`config.mk`:
```
export PLATFORM = sky130hd
export DESIGN_NAME = overlapping_byte_pattern_scan_flat
export DESIGN_NICKNAME = d
export VERILOG_FILES = /design/src/rtl/core/obps_pkg.sv /design/src/rtl/core/obps_in_if.sv /design/src/rtl/core/obps_out_if.sv /design/src/rtl/core/obps_cfg_if.sv /design/src/rtl/core/overlapping_byte_pattern_scan.sv /design/src/rtl/core/obps_cell.sv /design/src/flat_wrapper.sv
export SDC_FILE = /design/constraint.sdc
export NUM_CORES = 1
export LEC_CHECK = 0
export BUFFER_PORTS_ARGS = -buffer_cell sky130_fd_sc_hd__buf_2
export CORE_MARGIN = 1
export CORE_UTILIZATION = 62
export DETAILED_ROUTE_END_ITERATION = 10
export GPL_TIMING_DRIVEN = 0
export PLACE_DENSITY = 0.82
export SLEW_MARGIN = 10
export SYNTH_ARGS = -nofsm -noshare
export SYNTH_HDL_FRONTEND = slang
export SYNTH_SLANG_ARGS = --single-unit
```
`constraint.sdc`:
```
create_clock -name clk -period 10.2 [get_ports clk]
set_input_delay 1.02 -clock clk [delete_from_list [all_inputs] [get_ports clk]]
set_output_delay 1.02 -clock clk [all_outputs]
set_load 0.01 [all_outputs]
```
`src/rtl/core/obps_pkg.sv`:
```
package obps_pkg;

    localparam int DATA_W            = 8;
    localparam int ADDR_W            = 32;
    localparam int CNT_W             = 32;
    localparam int LEN_W             = 4;
    localparam int PATTERN_W         = 64;
    localparam int PATTERN_SLOTS     = PATTERN_W / DATA_W;
    localparam int PAT_IDX_W         = $clog2(PATTERN_SLOTS);
    localparam int CFG_INDEX_W       = 8;
    localparam int CFG_DATA_W        = 64;
    localparam int MAX_PATTERN_BYTES = 8;

    typedef enum logic [CFG_INDEX_W-1:0] {
        CFG_PATTERN_BYTES  = 8'd0,
        CFG_PATTERN_LENGTH = 8'd1,
        CFG_RANGE_BASE     = 8'd2,
        CFG_REPORT_LIMIT   = 8'd3
    } cfg_index_t;

    // per-cycle window control shared by every cell
    typedef struct packed {
        logic shift;
        logic clear;
    } cell_ctrl_t;

    typedef struct packed {
        logic              hit;
        logic [ADDR_W-1:0] hit_start;
        logic              hit_recorded;
        logic              scan_done;
        logic [CNT_W-1:0]  hit_total;
    } result_t;

endpackage

```
`src/rtl/core/obps_in_if.sv`:
```
interface obps_in_if;

    logic                        valid;
    logic                        ready;
    logic [obps_pkg::DATA_W-1:0] data_byte;
    logic                        final_byte;

    modport source (output valid, output data_byte, output final_byte, input ready);
    modport sink (input valid, input data_byte, input final_byte, output ready);

endinterface

```
`src/rtl/core/obps_out_if.sv`:
```
interface obps_out_if;

    logic                        valid;
    logic                        ready;
    logic                        hit;
    logic [obps_pkg::ADDR_W-1:0] hit_start;
    logic                        hit_recorded;
    logic                        scan_done;
    logic [obps_pkg::CNT_W-1:0]  hit_total;

    modport source (
        output valid, output hit, output hit_start, output hit_recorded,
        output scan_done, output hit_total, input ready
    );
    modport sink (
        input valid, input hit, input hit_start, input hit_recorded,
        input scan_done, input hit_total, output ready
    );

endinterface

```
`src/rtl/core/obps_cfg_if.sv`:
```
interface obps_cfg_if;

    logic                             valid;
    logic                             ready;
    logic [obps_pkg::CFG_INDEX_W-1:0] index;
    logic [obps_pkg::CFG_DATA_W-1:0]  data;

    modport source (output valid, output index, output data, input ready);
    modport sink (input valid, input index, input data, output ready);

endinterface

```
`src/rtl/core/overlapping_byte_pattern_scan.sv`:
```
// channel   | dir | transaction payload
// data_ch   | in  | data_byte, final_byte
// result_ch | out | hit, hit_start, hit_recorded, scan_done, hit_total
// cfg_ch    | in  | index, data (0 pattern, 1 length, 2 base, 3 limit)
//
// one byte per cycle: the current byte and the MAX_PATTERN_BYTES-1 window
// cells are compared in parallel, and the result is registered at the edge
// that takes the byte, into the output register or, while a result waits
// there, into the skid entry. this two-deep output stage keeps bytes flowing
// until a second result fills the skid entry. reset clears the window, offset,
// hit count, valid flags and settings (length to 1); cfg_ch is always ready.
module overlapping_byte_pattern_scan
#(
    parameter int MAX_PATTERN_BYTES = obps_pkg::MAX_PATTERN_BYTES
)
(
    input  logic        clk,
    input  logic        rst_n,
    obps_in_if.sink     data_ch,
    obps_out_if.source  result_ch,
    obps_cfg_if.sink    cfg_ch
);

    localparam int DATA_W    = obps_pkg::DATA_W;
    localparam int ADDR_W    = obps_pkg::ADDR_W;
    localparam int CNT_W     = obps_pkg::CNT_W;
    localparam int LEN_W     = obps_pkg::LEN_W;
    localparam int PAT_IDX_W = obps_pkg::PAT_IDX_W;
    localparam int P         = MAX_PATTERN_BYTES;

    logic [obps_pkg::PATTERN_W-1:0] pattern_reg;
    logic [LEN_W-1:0]               length_reg;
    logic [ADDR_W-1:0]              base_reg;
    logic [CNT_W-1:0]               limit_reg;

    logic [ADDR_W-1:0]              offset_reg;
    logic [ADDR_W-1:0]              offset_next;
    logic [CNT_W-1:0]               count_reg;
    logic [CNT_W-1:0]               count_next;

    obps_pkg::result_t              out_reg;
    obps_pkg::result_t              out_next;
    logic                           out_valid_reg;
    logic                           out_valid_next;
    obps_pkg::result_t              skid_reg;
    obps_pkg::result_t              skid_next;
    logic                           skid_valid_reg;
    logic                           skid_valid_next;

    logic [DATA_W-1:0]              pos [P];
    logic [P-1:0][DATA_W-1:0]       want;
    logic [P-1:0]                   enable;
    logic [P-1:0]                   match;
    obps_pkg::cell_ctrl_t           ctrl;

    logic                           accept;
    logic                           len_ok;
    logic                           hit;
    logic                           produce;
    logic [ADDR_W-1:0]              len_minus_one;
    obps_pkg::result_t              result;
    logic                           take;

    // configuration registers
    assign cfg_ch.ready = 1'b1;

    always_ff @(posedge clk or negedge rst_n)
    begin
        if (!rst_n)
        begin
            pattern_reg <= '0;
            length_reg  <= LEN_W'(1);
            base_reg    <= '0;
            limit_reg   <= '0;
        end
        else if (cfg_ch.valid)
        begin
            unique case (cfg_ch.index)
                obps_pkg::CFG_PATTERN_BYTES:  pattern_reg <= cfg_ch.data;
                obps_pkg::CFG_PATTERN_LENGTH: length_reg  <= cfg_ch.data[LEN_W-1:0];
                obps_pkg::CFG_RANGE_BASE:     base_reg    <= cfg_ch.data[ADDR_W-1:0];
                obps_pkg::CFG_REPORT_LIMIT:   limit_reg   <= cfg_ch.data[CNT_W-1:0];
                default:
                begin
                end
            endcase
        end
    end

    // pattern slot facing each window position; position k holds the byte k back
    always_comb
    begin
        logic [LEN_W-1:0] slot;
        len_ok = (length_reg != '0) && (length_reg <= LEN_W'(P));
        for (int k = 0; k < P; k++)
        begin
            slot      = length_reg - LEN_W'(1) - LEN_W'(k);
            enable[k] = len_ok && (LEN_W'(k) < length_reg);
            want[k]   = pattern_reg[slot[PAT_IDX_W-1:0]*DATA_W +: DATA_W];
        end
    end

    assign accept = data_ch.valid && data_ch.ready;
    assign ctrl.shift = accept && !data_ch.final_byte;
    assign ctrl.clear = accept && data_ch.final_byte;

    assign pos[0]   = data_ch.data_byte;
    assign match[0] = !enable[0] || (data_ch.data_byte == want[0]);

    for (genvar k = 1; k < P; k++)
    begin : g_cell
        obps_cell u_cell (
            .clk      (clk),
            .rst_n    (rst_n),
            .ctrl     (ctrl),
            .byte_in  (pos[k-1]),
            .want     (want[k]),
            .enable   (enable[k]),
            .byte_out (pos[k]),
            .match    (match[k])
        );
    end

    assign len_minus_one = ADDR_W'(length_reg) - ADDR_W'(1);
    // no match may reach back before the first byte of the range
    assign hit     = len_ok && (&match) && (offset_reg >= len_minus_one);
    assign produce = hit || data_ch.final_byte;

    always_comb
    begin
        result              = '0;
        result.hit          = hit;
        result.scan_done    = data_ch.final_byte;
        result.hit_total    = count_reg;
        if (hit)
        begin
            result.hit_start    = base_reg + offset_reg - len_minus_one;
            result.hit_recorded = count_reg < limit_reg;
            if (count_reg != '1)
            begin
                result.hit_total = count_reg + CNT_W'(1);
            end
        end
    end

    always_comb
    begin
        offset_next = offset_reg;
        count_next  = count_reg;
        if (accept)
        begin
            if (data_ch.final_byte)
            begin
                offset_next = '0;
                count_next  = '0;
            end
            else
            begin
                count_next = result.hit_total;
                if (offset_reg != '1)
                begin
                    offset_next = offset_reg + ADDR_W'(1);
                end
            end
        end
    end

    // output register with a skid entry behind it
    assign take          = out_valid_reg && result_ch.ready;
    assign data_ch.ready = !skid_valid_reg;

    always_comb
    begin
        out_next        = out_reg;
        out_valid_next  = out_valid_reg;
        skid_next       = skid_reg;
        skid_valid_next = skid_valid_reg;
        if (!out_valid_reg || take)
        begin
            if (skid_valid_reg)
            begin
                out_next        = skid_reg;
                out_valid_next  = 1'b1;
                skid_valid_next = 1'b0;
            end
            else if (accept && produce)
            begin
                out_next       = result;
                out_valid_next = 1'b1;
            end
            else
            begin
                out_valid_next = 1'b0;
            end
        end
        else if (accept && produce)
        begin
            skid_next       = result;
            skid_valid_next = 1'b1;
        end
    end

    always_ff @(posedge clk or negedge rst_n)
    begin
        if (!rst_n)
        begin
            offset_reg     <= '0;
            count_reg      <= '0;
            out_valid_reg  <= 1'b0;
            skid_valid_reg <= 1'b0;
        end
        else
        begin
            offset_reg     <= offset_next;
            count_reg      <= count_next;
            out_valid_reg  <= out_valid_next;
            skid_valid_reg <= skid_valid_next;
        end
    end

    always_ff @(posedge clk)
    begin
        out_reg  <= out_next;
        skid_reg <= skid_next;
    end

    assign result_ch.valid        = out_valid_reg;
    assign result_ch.hit          = out_reg.hit;
    assign result_ch.hit_start    = out_reg.hit_start;
    assign result_ch.hit_recorded = out_reg.hit_recorded;
    assign result_ch.scan_done    = out_reg.scan_done;
    assign result_ch.hit_total    = out_reg.hit_total;

endmodule

```
`src/rtl/core/obps_cell.sv`:
```
module obps_cell
(
    input  logic                        clk,
    input  logic                        rst_n,
    input  obps_pkg::cell_ctrl_t        ctrl,
    input  logic [obps_pkg::DATA_W-1:0] byte_in,
    input  logic [obps_pkg::DATA_W-1:0] want,
    input  logic                        enable,
    output logic [obps_pkg::DATA_W-1:0] byte_out,
    output logic                        match
);

    logic [obps_pkg::DATA_W-1:0] window_reg;
    logic [obps_pkg::DATA_W-1:0] window_next;

    always_comb
    begin
        window_next = window_reg;
        if (ctrl.clear)
        begin
            window_next = '0;
        end
        else if (ctrl.shift)
        begin
            window_next = byte_in;
        end
    end

    always_ff @(posedge clk or negedge rst_n)
    begin
        if (!rst_n)
        begin
            window_reg <= '0;
        end
        else
        begin
            window_reg <= window_next;
        end
    end

    assign byte_out = window_reg;
    // a slot beyond the pattern length always agrees
    assign match    = !enable || (window_reg == want);

endmodule

```
`src/flat_wrapper.sv`:
```
// flat-port wrapper written by rule: the top's interface ports become plain ports
module overlapping_byte_pattern_scan_flat 
#(
    parameter int MAX_PATTERN_BYTES = obps_pkg::MAX_PATTERN_BYTES
)
  (clk, rst_n, data_ch_valid, data_ch_data_byte, data_ch_final_byte, data_ch_ready, result_ch_valid, result_ch_hit, result_ch_hit_start, result_ch_hit_recorded, result_ch_scan_done, result_ch_hit_total, result_ch_ready, cfg_ch_valid, cfg_ch_index, cfg_ch_data, cfg_ch_ready);
  obps_in_if data_ch_i ();
  obps_out_if result_ch_i ();
  obps_cfg_if cfg_ch_i ();
  input  logic clk;
  input  logic rst_n;
  input wire logic [$bits(data_ch_i.valid)-1:0] data_ch_valid;
  input wire logic [$bits(data_ch_i.data_byte)-1:0] data_ch_data_byte;
  input wire logic [$bits(data_ch_i.final_byte)-1:0] data_ch_final_byte;
  output wire logic [$bits(data_ch_i.ready)-1:0] data_ch_ready;
  output wire logic [$bits(result_ch_i.valid)-1:0] result_ch_valid;
  output wire logic [$bits(result_ch_i.hit)-1:0] result_ch_hit;
  output wire logic [$bits(result_ch_i.hit_start)-1:0] result_ch_hit_start;
  output wire logic [$bits(result_ch_i.hit_recorded)-1:0] result_ch_hit_recorded;
  output wire logic [$bits(result_ch_i.scan_done)-1:0] result_ch_scan_done;
  output wire logic [$bits(result_ch_i.hit_total)-1:0] result_ch_hit_total;
  input wire logic [$bits(result_ch_i.ready)-1:0] result_ch_ready;
  input wire logic [$bits(cfg_ch_i.valid)-1:0] cfg_ch_valid;
  input wire logic [$bits(cfg_ch_i.index)-1:0] cfg_ch_index;
  input wire logic [$bits(cfg_ch_i.data)-1:0] cfg_ch_data;
  output wire logic [$bits(cfg_ch_i.ready)-1:0] cfg_ch_ready;
  assign data_ch_i.valid = data_ch_valid;
  assign data_ch_i.data_byte = data_ch_data_byte;
  assign data_ch_i.final_byte = data_ch_final_byte;
  assign data_ch_ready = data_ch_i.ready;
  assign result_ch_valid = result_ch_i.valid;
  assign result_ch_hit = result_ch_i.hit;
  assign result_ch_hit_start = result_ch_i.hit_start;
  assign result_ch_hit_recorded = result_ch_i.hit_recorded;
  assign result_ch_scan_done = result_ch_i.scan_done;
  assign result_ch_hit_total = result_ch_i.hit_total;
  assign result_ch_i.ready = result_ch_ready;
  assign cfg_ch_i.valid = cfg_ch_valid;
  assign cfg_ch_i.index = cfg_ch_index;
  assign cfg_ch_i.data = cfg_ch_data;
  assign cfg_ch_ready = cfg_ch_i.ready;
  overlapping_byte_pattern_scan #(.MAX_PATTERN_BYTES(MAX_PATTERN_BYTES)) u_core (.clk(clk), .rst_n(rst_n), .data_ch(data_ch_i), .result_ch(result_ch_i), .cfg_ch(cfg_ch_i));
endmodule
```
==> results.sh <==
export IMPL_tightest_slew_ns=1.23
export IMPL_wl_per_cell_um=22.7
export IMPL_synth_cells=2141
export IMPL_tns_ns=0
export IMPL_dpl_cell_area_mm2=0.0252
export IMPL_grtUsageMet2_pct=52.8
export IMPL_die_x_um=197
export IMPL_cts_num_sinks=388
export IMPL_antenna_left=0
export IMPL_async_flop_share_pct=65.5
export IMPL_cts_setup_buffers=0
export IMPL_grt_pass1_wl_um=102000
export IMPL_r2r_end="u_core.result_ch.hit_start[30]"
export IMPL_timing_rr_start="u_core.length_reg[0]"
export IMPL_clk_pin_slew_ns=0.07
export IMPL_grt_pass1_vias=17900
export IMPL_end_kind="register"
export IMPL_hpwl_um=49900
export IMPL_use_met3_pct=7.10
export IMPL_cts_tree="done"
export IMPL_crit_arrival_ns=8.18
export IMPL_ys_seq_elements=388
export IMPL_clockBufferDepth=3
export IMPL_yosysUniqueCellTypes=71
export IMPL_syn_to_final_growth_pct=12.0
export IMPL_core_area_mm2=0.0376
export IMPL_grt_max_degree=97
export IMPL_met1_usage_pct=48.3
export IMPL_placement_io_buffers=154
export IMPL_drtIter0Drc=1866
export IMPL_gp_congestion=1.00
export IMPL_grt_use_total_pct=34.7
export IMPL_grt_busiest_layer="met2"
export IMPL_largest_reg_flops=67
export IMPL_yosys_warnings=0
export IMPL_ir_drop_uv=108
export IMPL_start_util_pct=63.0
export IMPL_die_area_mm2=0.0390
export IMPL_yosysTopAreaCell="dfrtp_1"
export IMPL_fmax_ghz=0.127
export IMPL_relSlewSlack_pct=17.7
export IMPL_setup_viol=0
export IMPL_crit_slowest_cell="nand2_1"
export IMPL_hold_viol=0
export IMPL_crit_type="register to register"
export IMPL_htreeDepth=2
export IMPL_start_kind="register"
export IMPL_ff2ff_path_depth=21
export IMPL_rows=71
export IMPL_wl_um=65500
export IMPL_critPathMaxStageDelay_ns=0.90
export IMPL_drv_cap=0
export IMPL_cp_cell_sequence="buf_6 -> buf_4 -> inv_2 -> buf_2 -> ha_1 -> buf_2 -> nand2_1 -> inv_2 -> fa_1 -> inv_1 -> ha_1 -> a21o_1 -> o211ai_1 -> a21oi_1 -> a211oi_1 -> o31ai_1 -> o41ai_1 -> nor2b_1 -> a311o_1 -> xnor2_1 -> o31ai_1"
export IMPL_die_h_um=197
export IMPL_vias=18300
export IMPL_layout_nets=2561
export IMPL_seq_area_frac_synth_pct=43.9
export IMPL_hold_path_class="primary input to asynchronous set/reset pin"
export IMPL_detail_route_vias_per_cell=6.32
export IMPL_cts_resized=0
export IMPL_drc=0
export IMPL_slew_violations=0
export IMPL_cts_root_buf="clkbuf_16"
export IMPL_final_area_mm2=0.0265
export IMPL_r2r_setup_slack_ns=2.31
export IMPL_drive_above_1_share_pct=21.5
export IMPL_antenna_found_initial=1
export IMPL_cellLeakagePower_uw=0.0116
export IMPL_io_pins=156
export IMPL_cts_buffers=41
export IMPL_synth_nets=2359
export IMPL_grt_overflow=0
export IMPL_crit_fanout=29
export IMPL_crit_required_ns=10.49
export IMPL_min_period_ns=7.89
export IMPL_status="finished, final reports clean"
export IMPL_fin_skew_ns=0.0275
export IMPL_rsz0062_at_grt="false"
export IMPL_synth_top_area_share_pct=26.7
export IMPL_synthTopCellsByArea="dfrtp_1 (27%), edfxtp_1 (17%), mux2_2 (7.8%), mux4_2 (7.1%), ha_1 (5.3%)"
export IMPL_synth_edff_count=134
export IMPL_dr_pass1_iters=6
export IMPL_synth_ff_type="dfrtp_1"
export IMPL_whs_ns=0.433
export IMPL_insertion_delay_ns=0.58
export IMPL_power_density_mw_per_mm2=145
export IMPL_netlist_area_mm2=0.0237
export IMPL_cts_hold_buf=0
export IMPL_min_period_over_period_pct=77.3
export IMPL_fin_util_pct=70.6
export IMPL_syn_avg_cell_area_um2=11.1
layout make-up:
cell class / count / area [µm²]
inverters: 178 / 668
well taps: 511 / 639
clock buffers: 52 / 1100
multi-input cells: 1472 / 12100
diodes: 1 / 2.50
flip-flops and latches: 388 / 10400
clock inverters: 23 / 190
repair buffers: 159 / 896
plain buffers: 103 / 499
fillers: 2697 / 11100
cell usage after synthesis (3+ instances only):
library cell / number
o21ai_1: 5
inv_1: 175
nand4_1: 25
xor2_1: 39
nand3_1: 46
o31ai_1: 50
a21oi_1: 72
buf_1: 9
nor2_1: 109
nor4_2: 3
o21a_1: 3
buf_4: 5
and4_1: 8
dfrtp_1: 253
a21o_1: 34
nor2b_1: 16
o21ai_0: 123
edfxtp_1: 134
a31oi_1: 9
a211oi_1: 5
nor3_1: 21
buf_2: 12
ha_1: 101
mux2i_1: 60
xnor2_1: 119
nand2b_1: 14
or4_4: 4
buf_6: 9
nor4_1: 19
fa_1: 31
o41ai_1: 4
and3_1: 16
clkbuf_1: 67
o211ai_1: 6
mux4_2: 75
or3_1: 14
mux2_2: 165
and2_1: 6
a22o_1: 3
nor3b_1: 4
nand2_1: 223
a2111oi_0: 3
cell usage in the layout (no fill, tap or decap), types with 19 or more instances in the layout:
cell type and n:
dfrtp_1 253, nand2_1 223, inv_1 174, buf_2 165, mux2_2 165, edfxtp_1 134, o21ai_0 123, xnor2_1 119
nor2_1 108, ha_1 101, mux4_2 75, clkbuf_1 74, a21oi_1 72, mux2i_1 60, o31ai_1 50, nand3_1 46
clkbuf_16 41, xor2_1 39, a21o_1 34, fa_1 31, nand4_1 25, nor3_1 21, nor4_1 19
layer usage:
layer  routed length (µm)  share of wire [%]
met1                26700                 41
met2                29600                 45
met3                 6080                9.3
met4                 3100                4.7
met5                    0                  0
cells by family (layout without fill, tap and decap cells):
logic type      after synthesis  after routing  synth area share (%)
mux                         301            301                  17.6
flops                       388            388                  43.9
compound gates              339            339                  8.82
buf+inv                     281            515                  4.93
other cells                   1              2                0.0158
xor+xnor                    160            160                  6.04
simple gates                539            539                  10.7
fa+ha+maj                   132            132                  7.96
how the worst max path moves through the flow:
stage                         startpoint                        endpoint  cells after the start
detailed placement  u_core.length_reg[0]  u_core.result_ch.hit_start[30]                     21
global placement    u_core.length_reg[0]  u_core.result_ch.hit_start[27]                     21
global route        u_core.length_reg[0]  u_core.result_ch.hit_start[30]                     21
CTS                 u_core.length_reg[0]  u_core.result_ch.hit_start[30]                     21
floorplan           u_core.length_reg[0]            u_core.result_ch.hit                     21
finish              u_core.length_reg[0]  u_core.result_ch.hit_start[30]                     21
where the power goes:
group / switching [µW] / internal [µW] / total (µW)
Combinational: 384 / 255 / 639
Sequential: 55.7 / 1670 / 1730
Clock: 655 / 823 / 1480
worst max-delay path, delay by kind of cell (launching register included):
family / cells / cell delay (ns)
and+or+nand+nor: 2 / 1.07
buffers and inverters: 7 / 1.82
xor gates and xnor gates: 1 / 0.22
AOI/OAI and AO/OA: 8 / 2.48
adders and majority gates: 3 / 1.32
DFF: 1 / 0.63
through the flow:
| stage | setup slack, ns | instances | power, µW |
|---|---|---|---|
| after floorplan | 2.52 | 2141 | 2160 |
| after global placement | 0.205 | 2806 | 2360 |
| after detailed placement | 2.56 | 2811 | 2380 |
| after CTS | 2.44 | 2886 | 3850 |
| after global routing | 1.88 | 2887 | 3980 |
| final | 2.31 | 2887 | 3850 |
Power figures use the tool's default switching activity.
